===== src/hdl/otdg_pkg.sv =====
// Package for the overlapped tile descriptor generator.
// Holds the register indexes, pixel format codes, sequencer states and shared structs.
// No dependencies.
package otdg_pkg;

    // Configuration register indexes
    localparam int CFG_INDEX_W = 4;

    typedef enum logic [CFG_INDEX_W-1:0] {
        REG_INPUT_BASE     = 4'd0,
        REG_OUTPUT_BASE    = 4'd1,
        REG_IMAGE_WIDTH    = 4'd2,
        REG_IMAGE_HEIGHT   = 4'd3,
        REG_PIXEL_FORMAT   = 4'd4,
        REG_OVERLAP_PIXELS = 4'd5,
        REG_TILE_WIDTH     = 4'd6,
        REG_TILE_HEIGHT    = 4'd7
    } otdg_reg_index_t;

    // Pixel format codes; anything above FMT_FLOAT4 is invalid
    localparam logic [2:0] FMT_HALF3  = 3'd0;
    localparam logic [2:0] FMT_HALF4  = 3'd1;
    localparam logic [2:0] FMT_FLOAT3 = 3'd2;
    localparam logic [2:0] FMT_FLOAT4 = 3'd3;

    // Operand widths of the shared multiply-accumulate unit
    localparam int OP_A_W = 17;
    localparam int OP_B_W = 21;

    // Sequencer states
    typedef enum logic [2:0] {
        ST_IDLE,
        ST_STRIDE,
        ST_IN_ROW,
        ST_IN_COL,
        ST_OUT_ROW,
        ST_OUT_COL,
        ST_DONE
    } otdg_state_t;

    // Clamped geometry from the register file
    typedef struct packed {
        logic [15:0] image_w;
        logic [15:0] image_h;
        logic [15:0] overlap;
        logic [15:0] tile_w;
        logic [15:0] tile_h;
        logic [2:0]  format;
    } otdg_geom_t;

    // Control of the multiply-accumulate unit
    typedef struct packed {
        logic enable;
        logic start;
    } otdg_mac_ctl_t;

    // Bytes per pixel for a valid format code
    function automatic logic [4:0] pixel_bytes(input logic [1:0] fmt);
        logic [4:0] bytes;
        case (fmt)
            FMT_HALF3[1:0]:  bytes = 5'd6;
            FMT_HALF4[1:0]:  bytes = 5'd8;
            FMT_FLOAT3[1:0]: bytes = 5'd12;
            default:         bytes = 5'd16;
        endcase
        return bytes;
    endfunction

endpackage


===== src/hdl/overlapped_tile_descriptor_generator.sv =====
// Overlapped tile descriptor generator, top level.
// A new request is taken only in the idle state, after the previous descriptor has been handed off.
// Each descriptor takes five passes through the shared
// multiply-accumulate unit (stride, two per address) plus accept and hand-off.
// Reset (aresetn, synchronous, active low) restores register defaults and the first tile.
// Depends on otdg_pkg, otdg_regs and otdg_mac.
module overlapped_tile_descriptor_generator
    import otdg_pkg::*;
#(
    parameter int ADDRESS_BITS    = 48,
    parameter int DIMENSION_LIMIT = 16384
) (
    input  logic                    aclk,
    input  logic                    aresetn,
    // configuration writes
    input  logic                    cfg_valid,
    output logic                    cfg_ready,
    input  logic [CFG_INDEX_W-1:0]  cfg_index,
    input  logic [ADDRESS_BITS-1:0] cfg_data,
    // request
    input  logic                    s_valid,
    output logic                    s_ready,
    input  logic                    s_restart,
    // descriptor
    output logic                    m_valid,
    input  logic                    m_ready,
    output logic [ADDRESS_BITS-1:0] m_in_address,
    output logic [15:0]             m_in_width,
    output logic [15:0]             m_in_height,
    output logic [ADDRESS_BITS-1:0] m_out_address,
    output logic [14:0]             m_out_width,
    output logic [14:0]             m_out_height,
    output logic [18:0]             m_row_stride_bytes,
    output logic [14:0]             m_offset_x,
    output logic [14:0]             m_offset_y,
    output logic                    m_last_tile,
    output logic                    m_setting_error
);

    logic [ADDRESS_BITS-1:0] input_base;
    logic [ADDRESS_BITS-1:0] output_base;
    otdg_geom_t              geom;

    otdg_state_t state_reg;
    otdg_state_t state_next;

    logic [14:0] col_reg;
    logic [14:0] row_reg;
    logic [14:0] col_next;
    logic [14:0] row_next;
    logic [19:0] stride_reg;
    logic [ADDRESS_BITS-1:0] in_addr_reg;

    logic                    m_valid_reg;
    logic [ADDRESS_BITS-1:0] in_address_reg;
    logic [15:0]             in_width_reg;
    logic [15:0]             in_height_reg;
    logic [ADDRESS_BITS-1:0] out_address_reg;
    logic [14:0]             out_width_reg;
    logic [14:0]             out_height_reg;
    logic [18:0]             stride_out_reg;
    logic [14:0]             offset_x_reg;
    logic [14:0]             offset_y_reg;
    logic                    last_tile_reg;
    logic                    setting_error_reg;

    otdg_mac_ctl_t            mac_ctl;
    logic signed [OP_A_W-1:0] mac_a;
    logic signed [OP_B_W-1:0] mac_b;
    logic [ADDRESS_BITS-1:0]  mac_base;
    logic [ADDRESS_BITS-1:0]  mac_acc;

    logic        s_xfer;
    logic        load_out;
    logic        capture_stride;
    logic        capture_in_addr;

    logic [4:0]  px_bytes;
    logic        err;
    logic [15:0] offx;
    logic [15:0] offy;
    logic [15:0] availw;
    logic [15:0] availh;
    logic [16:0] ov_tw;
    logic [16:0] ov_th;
    logic [16:0] in_w_min;
    logic [16:0] in_h_min;
    logic [16:0] in_w_sum;
    logic [16:0] in_h_sum;
    logic [15:0] out_w;
    logic [15:0] out_h;
    logic signed [OP_A_W-1:0] inx;
    logic signed [OP_A_W-1:0] iny;
    logic [16:0] col_step;
    logic [16:0] row_step;
    logic        last;

    otdg_regs #(
        .ADDRESS_BITS   (ADDRESS_BITS),
        .DIMENSION_LIMIT(DIMENSION_LIMIT)
    ) u_regs (
        .aclk       (aclk),
        .aresetn    (aresetn),
        .wr_en      (cfg_valid && cfg_ready),
        .wr_index   (cfg_index),
        .wr_data    (cfg_data),
        .input_base (input_base),
        .output_base(output_base),
        .geom       (geom)
    );

    otdg_mac #(
        .ADDRESS_BITS(ADDRESS_BITS)
    ) u_mac (
        .aclk(aclk),
        .ctl (mac_ctl),
        .op_a(mac_a),
        .op_b(mac_b),
        .base(mac_base),
        .acc (mac_acc)
    );

    assign cfg_ready = 1'b1;
    assign s_ready   = (state_reg == ST_IDLE);
    assign s_xfer    = s_valid && s_ready;
    assign load_out  = (state_reg == ST_DONE) && (!m_valid_reg || m_ready);

    // Tile geometry from the current position
    assign px_bytes = pixel_bytes(geom.format[1:0]);
    assign err      = (geom.format > FMT_FLOAT4) || (geom.overlap > geom.tile_w)
                      || (geom.overlap > geom.tile_h);
    assign offx     = (col_reg == 15'd0) ? 16'd0 : geom.overlap;
    assign offy     = (row_reg == 15'd0) ? 16'd0 : geom.overlap;
    assign availw   = ({1'b0, col_reg} < geom.image_w) ? geom.image_w - {1'b0, col_reg} : 16'd0;
    assign availh   = ({1'b0, row_reg} < geom.image_h) ? geom.image_h - {1'b0, row_reg} : 16'd0;
    assign ov_tw    = {1'b0, geom.overlap} + {1'b0, geom.tile_w};
    assign ov_th    = {1'b0, geom.overlap} + {1'b0, geom.tile_h};
    assign in_w_min = ({1'b0, availw} < ov_tw) ? {1'b0, availw} : ov_tw;
    assign in_h_min = ({1'b0, availh} < ov_th) ? {1'b0, availh} : ov_th;
    assign in_w_sum = in_w_min + {1'b0, offx};
    assign in_h_sum = in_h_min + {1'b0, offy};
    assign out_w    = (availw < geom.tile_w) ? availw : geom.tile_w;
    assign out_h    = (availh < geom.tile_h) ? availh : geom.tile_h;
    assign inx      = $signed({2'b00, col_reg}) - $signed({1'b0, offx});
    assign iny      = $signed({2'b00, row_reg}) - $signed({1'b0, offy});

    // Walk advance: next column, else next row, else wrap
    assign col_step = {2'b00, col_reg} + {1'b0, geom.tile_w};
    assign row_step = {2'b00, row_reg} + {1'b0, geom.tile_h};
    always_comb begin
        col_next = col_step[14:0];
        row_next = row_reg;
        last     = 1'b0;
        if (col_step >= {1'b0, geom.image_w}) begin
            col_next = 15'd0;
            row_next = row_step[14:0];
            if (row_step >= {1'b0, geom.image_h}) begin
                row_next = 15'd0;
                last     = 1'b1;
            end
        end
    end

    // Sequencer: next state
    always_comb begin
        state_next = state_reg;
        case (state_reg)
            ST_IDLE:    if (s_xfer) state_next = ST_STRIDE;
            ST_STRIDE:  state_next = ST_IN_ROW;
            ST_IN_ROW:  state_next = ST_IN_COL;
            ST_IN_COL:  state_next = ST_OUT_ROW;
            ST_OUT_ROW: state_next = ST_OUT_COL;
            ST_OUT_COL: state_next = ST_DONE;
            ST_DONE:    if (load_out) state_next = ST_IDLE;
            default:    state_next = ST_IDLE;
        endcase
    end

    // Sequencer: unit operands and capture strobes
    always_comb begin
        mac_ctl         = '0;
        mac_a           = '0;
        mac_b           = '0;
        mac_base        = '0;
        capture_stride  = 1'b0;
        capture_in_addr = 1'b0;
        case (state_reg)
            ST_STRIDE: begin
                mac_ctl = '{enable: 1'b1, start: 1'b1};
                mac_a   = $signed({1'b0, geom.image_w});
                mac_b   = $signed({16'd0, px_bytes});
            end
            ST_IN_ROW: begin
                mac_ctl        = '{enable: 1'b1, start: 1'b1};
                mac_a          = iny;
                mac_b          = $signed({1'b0, mac_acc[19:0]});
                mac_base       = input_base;
                capture_stride = 1'b1;
            end
            ST_IN_COL: begin
                mac_ctl = '{enable: 1'b1, start: 1'b0};
                mac_a   = inx;
                mac_b   = $signed({16'd0, px_bytes});
            end
            ST_OUT_ROW: begin
                mac_ctl         = '{enable: 1'b1, start: 1'b1};
                mac_a           = $signed({2'b00, row_reg});
                mac_b           = $signed({1'b0, stride_reg});
                mac_base        = output_base;
                capture_in_addr = 1'b1;
            end
            ST_OUT_COL: begin
                mac_ctl = '{enable: 1'b1, start: 1'b0};
                mac_a   = $signed({2'b00, col_reg});
                mac_b   = $signed({16'd0, px_bytes});
            end
            default: ;
        endcase
    end

    // Control state: sequencer, walk position, result valid
    always_ff @(posedge aclk) begin
        if (!aresetn) begin
            state_reg   <= ST_IDLE;
            col_reg     <= '0;
            row_reg     <= '0;
            m_valid_reg <= 1'b0;
        end else begin
            state_reg <= state_next;
            if (s_xfer && s_restart) begin
                col_reg <= '0;
                row_reg <= '0;
            end else if (load_out) begin
                col_reg <= col_next;
                row_reg <= row_next;
            end
            if (load_out) begin
                m_valid_reg <= 1'b1;
            end else if (m_ready) begin
                m_valid_reg <= 1'b0;
            end
        end
    end

    // Intermediate results and descriptor payload
    always_ff @(posedge aclk) begin
        if (capture_stride) begin
            stride_reg <= mac_acc[19:0];
        end
        if (capture_in_addr) begin
            in_addr_reg <= mac_acc;
        end
        if (load_out) begin
            in_address_reg    <= err ? '0 : in_addr_reg;
            in_width_reg      <= err ? '0 : in_w_sum[15:0];
            in_height_reg     <= err ? '0 : in_h_sum[15:0];
            out_address_reg   <= err ? '0 : mac_acc;
            out_width_reg     <= err ? '0 : out_w[14:0];
            out_height_reg    <= err ? '0 : out_h[14:0];
            stride_out_reg    <= err ? '0 : stride_reg[18:0];
            offset_x_reg      <= err ? '0 : offx[14:0];
            offset_y_reg      <= err ? '0 : offy[14:0];
            last_tile_reg     <= last;
            setting_error_reg <= err;
        end
    end

    assign m_valid            = m_valid_reg;
    assign m_in_address       = in_address_reg;
    assign m_in_width         = in_width_reg;
    assign m_in_height        = in_height_reg;
    assign m_out_address      = out_address_reg;
    assign m_out_width        = out_width_reg;
    assign m_out_height       = out_height_reg;
    assign m_row_stride_bytes = stride_out_reg;
    assign m_offset_x         = offset_x_reg;
    assign m_offset_y         = offset_y_reg;
    assign m_last_tile        = last_tile_reg;
    assign m_setting_error    = setting_error_reg;

    // A finished descriptor waits while the previous one is still pending
    a_done_holds: assert property (@(posedge aclk) disable iff (!aresetn)
        (state_reg == ST_DONE && m_valid_reg && !m_ready) |=> (state_reg == ST_DONE))
        else $error("descriptor left the sequencer while the output was occupied");

    // No second request is taken straight after a transfer
    a_busy_after_xfer: assert property (@(posedge aclk) disable iff (!aresetn)
        s_xfer |=> !s_ready)
        else $error("request accepted while a descriptor is in progress");

    // An errored descriptor carries no addresses or sizes
    a_error_zeroes: assert property (@(posedge aclk) disable iff (!aresetn)
        (m_valid_reg && setting_error_reg) |->
            (in_address_reg == '0 && out_address_reg == '0 && out_width_reg == '0))
        else $error("errored descriptor carries non-zero fields");

    // The walk wraps to the first tile after the last one
    a_wrap: assert property (@(posedge aclk) disable iff (!aresetn)
        (load_out && last) |=> (col_reg == 15'd0 && row_reg == 15'd0))
        else $error("walk did not wrap after the last tile");

endmodule


===== src/hdl/otdg_regs.sv =====
// Configuration register file of the tile descriptor generator.
// Clamps dimensions to the limit and forces zero tile sizes to one.
// Depends on otdg_pkg.
module otdg_regs
    import otdg_pkg::*;
#(
    parameter int ADDRESS_BITS    = 48,
    parameter int DIMENSION_LIMIT = 16384
) (
    input  logic                    aclk,
    input  logic                    aresetn,
    input  logic                    wr_en,
    input  logic [CFG_INDEX_W-1:0]  wr_index,
    input  logic [ADDRESS_BITS-1:0] wr_data,
    output logic [ADDRESS_BITS-1:0] input_base,
    output logic [ADDRESS_BITS-1:0] output_base,
    output otdg_geom_t              geom
);

    localparam logic [15:0] DIM_MAX = 16'(DIMENSION_LIMIT);

    logic [ADDRESS_BITS-1:0] input_base_reg;
    logic [ADDRESS_BITS-1:0] output_base_reg;
    logic [14:0]             image_width_reg;
    logic [14:0]             image_height_reg;
    logic [2:0]              pixel_format_reg;
    logic [14:0]             overlap_pixels_reg;
    logic [14:0]             tile_width_reg;
    logic [14:0]             tile_height_reg;

    logic [15:0] tile_w_sat;
    logic [15:0] tile_h_sat;

    function automatic logic [15:0] sat_dim(input logic [14:0] v);
        return ({1'b0, v} > DIM_MAX) ? DIM_MAX : {1'b0, v};
    endfunction

    // Register writes
    always_ff @(posedge aclk) begin
        if (!aresetn) begin
            input_base_reg     <= '0;
            output_base_reg    <= '0;
            image_width_reg    <= 15'd1024;
            image_height_reg   <= 15'd1024;
            pixel_format_reg   <= FMT_FLOAT4;
            overlap_pixels_reg <= 15'd64;
            tile_width_reg     <= 15'd256;
            tile_height_reg    <= 15'd256;
        end else if (wr_en) begin
            case (wr_index)
                REG_INPUT_BASE:     input_base_reg     <= wr_data;
                REG_OUTPUT_BASE:    output_base_reg    <= wr_data;
                REG_IMAGE_WIDTH:    image_width_reg    <= wr_data[14:0];
                REG_IMAGE_HEIGHT:   image_height_reg   <= wr_data[14:0];
                REG_PIXEL_FORMAT:   pixel_format_reg   <= wr_data[2:0];
                REG_OVERLAP_PIXELS: overlap_pixels_reg <= wr_data[14:0];
                REG_TILE_WIDTH:     tile_width_reg     <= wr_data[14:0];
                REG_TILE_HEIGHT:    tile_height_reg    <= wr_data[14:0];
                default: ;
            endcase
        end
    end

    // Clamped view
    assign tile_w_sat = sat_dim(tile_width_reg);
    assign tile_h_sat = sat_dim(tile_height_reg);

    assign input_base   = input_base_reg;
    assign output_base  = output_base_reg;
    assign geom.image_w = sat_dim(image_width_reg);
    assign geom.image_h = sat_dim(image_height_reg);
    assign geom.overlap = sat_dim(overlap_pixels_reg);
    assign geom.tile_w  = (tile_w_sat == 16'd0) ? 16'd1 : tile_w_sat;
    assign geom.tile_h  = (tile_h_sat == 16'd0) ? 16'd1 : tile_h_sat;
    assign geom.format  = pixel_format_reg;

endmodule


===== src/hdl/otdg_mac.sv =====
// Shared multiply-accumulate unit: acc = (start ? base : acc) + a * b, modulo 2^ADDRESS_BITS.
// Operands are signed so that a negative region origin wraps as the address arithmetic expects.
// Depends on otdg_pkg.
module otdg_mac
    import otdg_pkg::*;
#(
    parameter int ADDRESS_BITS = 48
) (
    input  logic                     aclk,
    input  otdg_mac_ctl_t            ctl,
    input  logic signed [OP_A_W-1:0] op_a,
    input  logic signed [OP_B_W-1:0] op_b,
    input  logic [ADDRESS_BITS-1:0]  base,
    output logic [ADDRESS_BITS-1:0]  acc
);

    localparam int PROD_W = OP_A_W + OP_B_W;
    localparam int SUM_W  = (ADDRESS_BITS > PROD_W) ? ADDRESS_BITS : PROD_W;

    logic signed [PROD_W-1:0] prod;
    logic [SUM_W-1:0]         prod_ext;
    logic [SUM_W-1:0]         addend;
    logic [SUM_W-1:0]         sum;
    logic [ADDRESS_BITS-1:0]  acc_reg;
    logic [ADDRESS_BITS-1:0]  acc_next;

    // Product, sign-extended, plus either the base or the running sum
    assign prod     = op_a * op_b;
    assign prod_ext = SUM_W'(prod);
    assign addend   = SUM_W'(ctl.start ? base : acc_reg);
    assign sum      = prod_ext + addend;
    assign acc_next = sum[ADDRESS_BITS-1:0];

    always_ff @(posedge aclk) begin
        if (ctl.enable) begin
            acc_reg <= acc_next;
        end
    end

    assign acc = acc_reg;

endmodule

===== config.mk =====
export PLATFORM = sky130hd
export DESIGN_NAME = overlapped_tile_descriptor_generator
export DESIGN_NICKNAME = d
export VERILOG_FILES = /design/src/hdl/otdg_pkg.sv /design/src/hdl/overlapped_tile_descriptor_generator.sv /design/src/hdl/otdg_regs.sv /design/src/hdl/otdg_mac.sv
export SDC_FILE = /design/constraint.sdc
export NUM_CORES = 2
export LEC_CHECK = 0
export BUFFER_PORTS_ARGS = -buffer_cell sky130_fd_sc_hd__buf_2
export CORE_AREA = 2 2 277 279
export CTS_CLUSTER_SIZE = 8
export DETAILED_ROUTE_END_ITERATION = 8
export DIE_AREA = 0 0 279 281
export PLACE_DENSITY = 0.86
export RECOVER_POWER = 25
export SYNTH_ARGS = -nofsm -noshare
export SYNTH_HDL_FRONTEND = slang
export SYNTH_SLANG_ARGS = --single-unit

===== constraint.sdc =====
create_clock -name aclk -period 14.48 [get_ports aclk]
set_input_delay 2.172 -clock aclk [delete_from_list [all_inputs] [get_ports aclk]]
set_output_delay 2.172 -clock aclk [all_outputs]
set_load 0.02 [all_outputs]

==> results.json <==
{
  "result_of_the_run": "complete, but fails checks",
  "violated_checks": "max-capacitance violations, max-slew violations",
  "share_of_post_route_cells_with_drive_strength_above_1_pct": 9.05,
  "path_common_cell": "fa_1",
  "synth_top_family_by_area": "adder cells",
  "clock-root-buffer": "clkbuf_16",
  "max_stage_delay_ns": 1.65,
  "routed_wl_um": 139000,
  "worstMarginPinSlew_ns": 4.37,
  "grt_antenna_before_repair": 6,
  "critical_path_at_ns": 13.81,
  "numPlacedInstances": 6026,
  "clk_pin_slew_worst_paths_ns": 0.05,
  "worst_ep_required_time_ns": 14.88,
  "drcViolationCount": 0,
  "grt_setup_unrepaired": "no",
  "clock_latency_ns": 0.67,
  "synth_fp_nets": 5719,
  "synth_cell_types": 90,
  "finish.cell_count_without_fillers": 6160,
  "drt_first_pass_iters": 6,
  "route.detailed.wl_per_inst_um": 22.6,
  "post_synth_mux_area_share_pct": 2.42,
  "grt_max_degree": 121,
  "via_count": 37900,
  "postLayoutSetupSlackWorst_ns": 1.06,
  "global_route.usage.met1_pct": 42.0,
  "report.final.slew_viol_count": 495,
  "synthArstFlopShare_pct": 0,
  "post_cts.repair.setup_buffers": 0,
  "initial_core_util_pct": 59.7,
  "use_met2_pct": 57.5,
  "cp_num_buf_inv": 9,
  "globalRouteMet3Util_pct": 7.37,
  "final_net_count": 5922,
  "cts.htree.levels": 3,
  "postLayoutCellArea_sq_mm": 0.0496,
  "finalCoreUtilization_pct": 65.8,
  "num_io_pins": 270,
  "synth_cells": 4924,
  "cts_hold_buffers": 0,
  "clock-sinks": 533,
  "placement.cell_area_sq_mm": 0.0474,
  "synth_xor_xnor_area_share_pct": 3.69,
  "finalCriticalPeriod_ns": 13.42,
  "worst_setup_path_end_kind": "flop",
  "nature_of_the_critical_path_startpoint": "flop",
  "hold_path_startpoint": "u_regs.input_base[15]$_SDFFE_PN0P_",
  "synth_flop_cell": "edfxtp_1",
  "place.port_buffers": 268,
  "clock_tree.buffer_depth": 3,
  "timing.slew.headroom_pct": -191,
  "num_rows": 101,
  "synth_seq_cells": 533,
  "layout.cells.most_common_list": "653 x nand2_1, 545 x inv_1, 457 x ha_1, 345 x nor2_1, 325 x edfxtp_1",
  "vias_in_the_first_global_route": 37900,
  "synth_compound_gate_area_share_pct": 15.5,
  "setup.worst_path.class": "reg -> reg",
  "final.fill_count": 5960,
  "synthDominantAreaCellType": "edfxtp_1",
  "timing.final.hold_violations": 0,
  "cts_tree": "built",
  "place_congestion": 1.03,
  "synthToLayoutAreaGrowth_pct": 10.2,
  "global_route_total_usage_across_every_layer_pct": 35.3,
  "synthSimpleGateAreaFrac_pct": 16.0,
  "floorplan.die.width_um": 279,
  "place_hpwl_um": 105000,
  "mostFrequentLayoutCell": "nand2_1",
  "top_cell_family_by_delay_on_the_critical_path": "adder cells",
  "crit_path_top_delay_cell": "clkbuf_1",
  "final_setup_fails": 0,
  "synth_seq_area_share_pct": 30.9,
  "cap_viol_max_count": 8,
  "postRouteAntennaNets": 0,
  "mappedNetlistArea_sq_mm": 0.0450,
  "die_h_um": 281,
  "setup_tns_ns": 0,
  "vias_per_cell": 6.15,
  "leakage_power_nw": 22.9,
  "r2r_start": "state_reg[1]$_SDFFE_PN0P_",
  "worstSetupStartpoint": "state_reg[1]$_SDFFE_PN0P_",
  "synth_area_per_cell_sq_um": 9.15,
  "final.period_utilization_pct": 92.6,
  "post_cts.resized_instances": 0,
  "hold_path_class": "reg -> reg",
  "overflow": 0,
  "first_pass_grt_wire_length_um": 213000,
  "post_synth_main_area_contributors": "edfxtp_1 22%, ha_1 13%, fa_1 12%, dfxtp_1 9.2%, nand2_1 5.5%",
  "drt-initial-drc-count": 3645,
  "cts_buffer_count": 77,
  "maxClockFrequency_mhz": 74.5,
  "design.core.area_sq_mm": 0.0754,
  "detailedPlace.worstSlack_ns": 1.70,
  "clock_skews_ns": 0.0474,
  "dieArea_sq_mm": 0.0784,
  "synth_top_area_share_pct": 21.7,
  "peak_ir_drop_on_the_vdd_network_mv": 0.177,
  "power-per-cell-area_mw_per_mm2": 88.5,
  "synth_adder_area_share_pct": 25.1,
  "path_max_fanout": 52,
  "count_of_flip_flops_with_a_built_in_enable_after_synthesis": 325,
  "gr-max-usage-layer": "met2",
  "yosysWarningCount": 0
}
[stage by stage]
step | power (mW) | hold slack, ns
after global placement | 2.61 | 0.450
after global routing | 4.52 | 0.486
after CTS | 4.38 | 0.464
after floorplan | 2.36 | 0.444
final | 4.39 | 0.467
after detailed placement | 2.63 | 0.457
[worst paths after layout]
kind	depth (start not counted)	end	slack, ns
worst max-delay path	37	u_mac.acc[46]$_DFFE_PP_	1.06
worst min-delay path	2	u_regs.input_base[15]$_SDFFE_PN0P_	0.47
worst max register to register	37	u_mac.acc[46]$_DFFE_PP_	1.06
worst min register to register	2	u_regs.input_base[15]$_SDFFE_PN0P_	0.47
[cell type report]
type                       instances  area [sq um]  share of cell area (%)
sequential                       533         13900                    28.1
antenna                            1          2.50                 0.00504
multi-input combinational       3638         28300                    57.1
inverter                         547          2050                    4.14
clock buffer                     124          2110                    4.26
clock inverter                     9           216                   0.436
timing repair buffer             330          1770                    3.56
tap                              978          1220                    2.47
[worst register-to-register path: cells and delay by family, from the launching register on]
family                   cells  cell delay [ns]
AO/OA/AOI/OAI               11             3.29
flip-flops                   1             0.30
XOR/XNOR                     1             0.21
AND/OR/NAND/NOR              8             2.72
adder cells (fa/ha/maj)      8             3.80
buffers and inverters        9             2.87
[kinds of logic (layout without fill, tap and decap cells)]
| family | count (synthesis) | count (layout) |
|---|---|---|
| simple gates | 1573 | 1573 |
| flops | 533 | 533 |
| buf+inv | 753 | 1010 |
| fa+ha+maj | 737 | 737 |
| compound gates | 1029 | 1029 |
| xor+xnor | 190 | 190 |
| other cells | 1 | 2 |
| mux | 108 | 108 |
[per-layer routing]
metal  up-vias  wire [um]
li1      17200          -
met1     18100      51900
met2      1950      63700
met3       565      12200
met4         2      11400
met5         -         17
[synth_stat cells, types with 57 or more instances]
| library cell | count |
|---|---|
| nor2_1 | 346 |
| ha_1 | 457 |
| a21oi_1 | 215 |
| clkbuf_1 | 173 |
| a21o_1 | 118 |
| o22ai_1 | 57 |
| nand2_1 | 655 |
| xor2_1 | 60 |
| inv_1 | 544 |
| o21a_1 | 80 |
| fa_1 | 280 |
| a21boi_0 | 128 |
| dfxtp_1 | 208 |
| nand3_1 | 106 |
| edfxtp_1 | 325 |
| and2_1 | 149 |
| o21ai_0 | 155 |
| xnor2_1 | 130 |
| mux2i_1 | 103 |
| nor2b_1 | 93 |
[power by group]
part / internal (mW) / switching [mW]
Sequential: 1.71 / 0.0870
Clock: 1.02 / 0.732
Combinational: 0.306 / 0.535
Total: 3.04 / 1.35
Note: power is estimated with default switching activity, not from simulation.
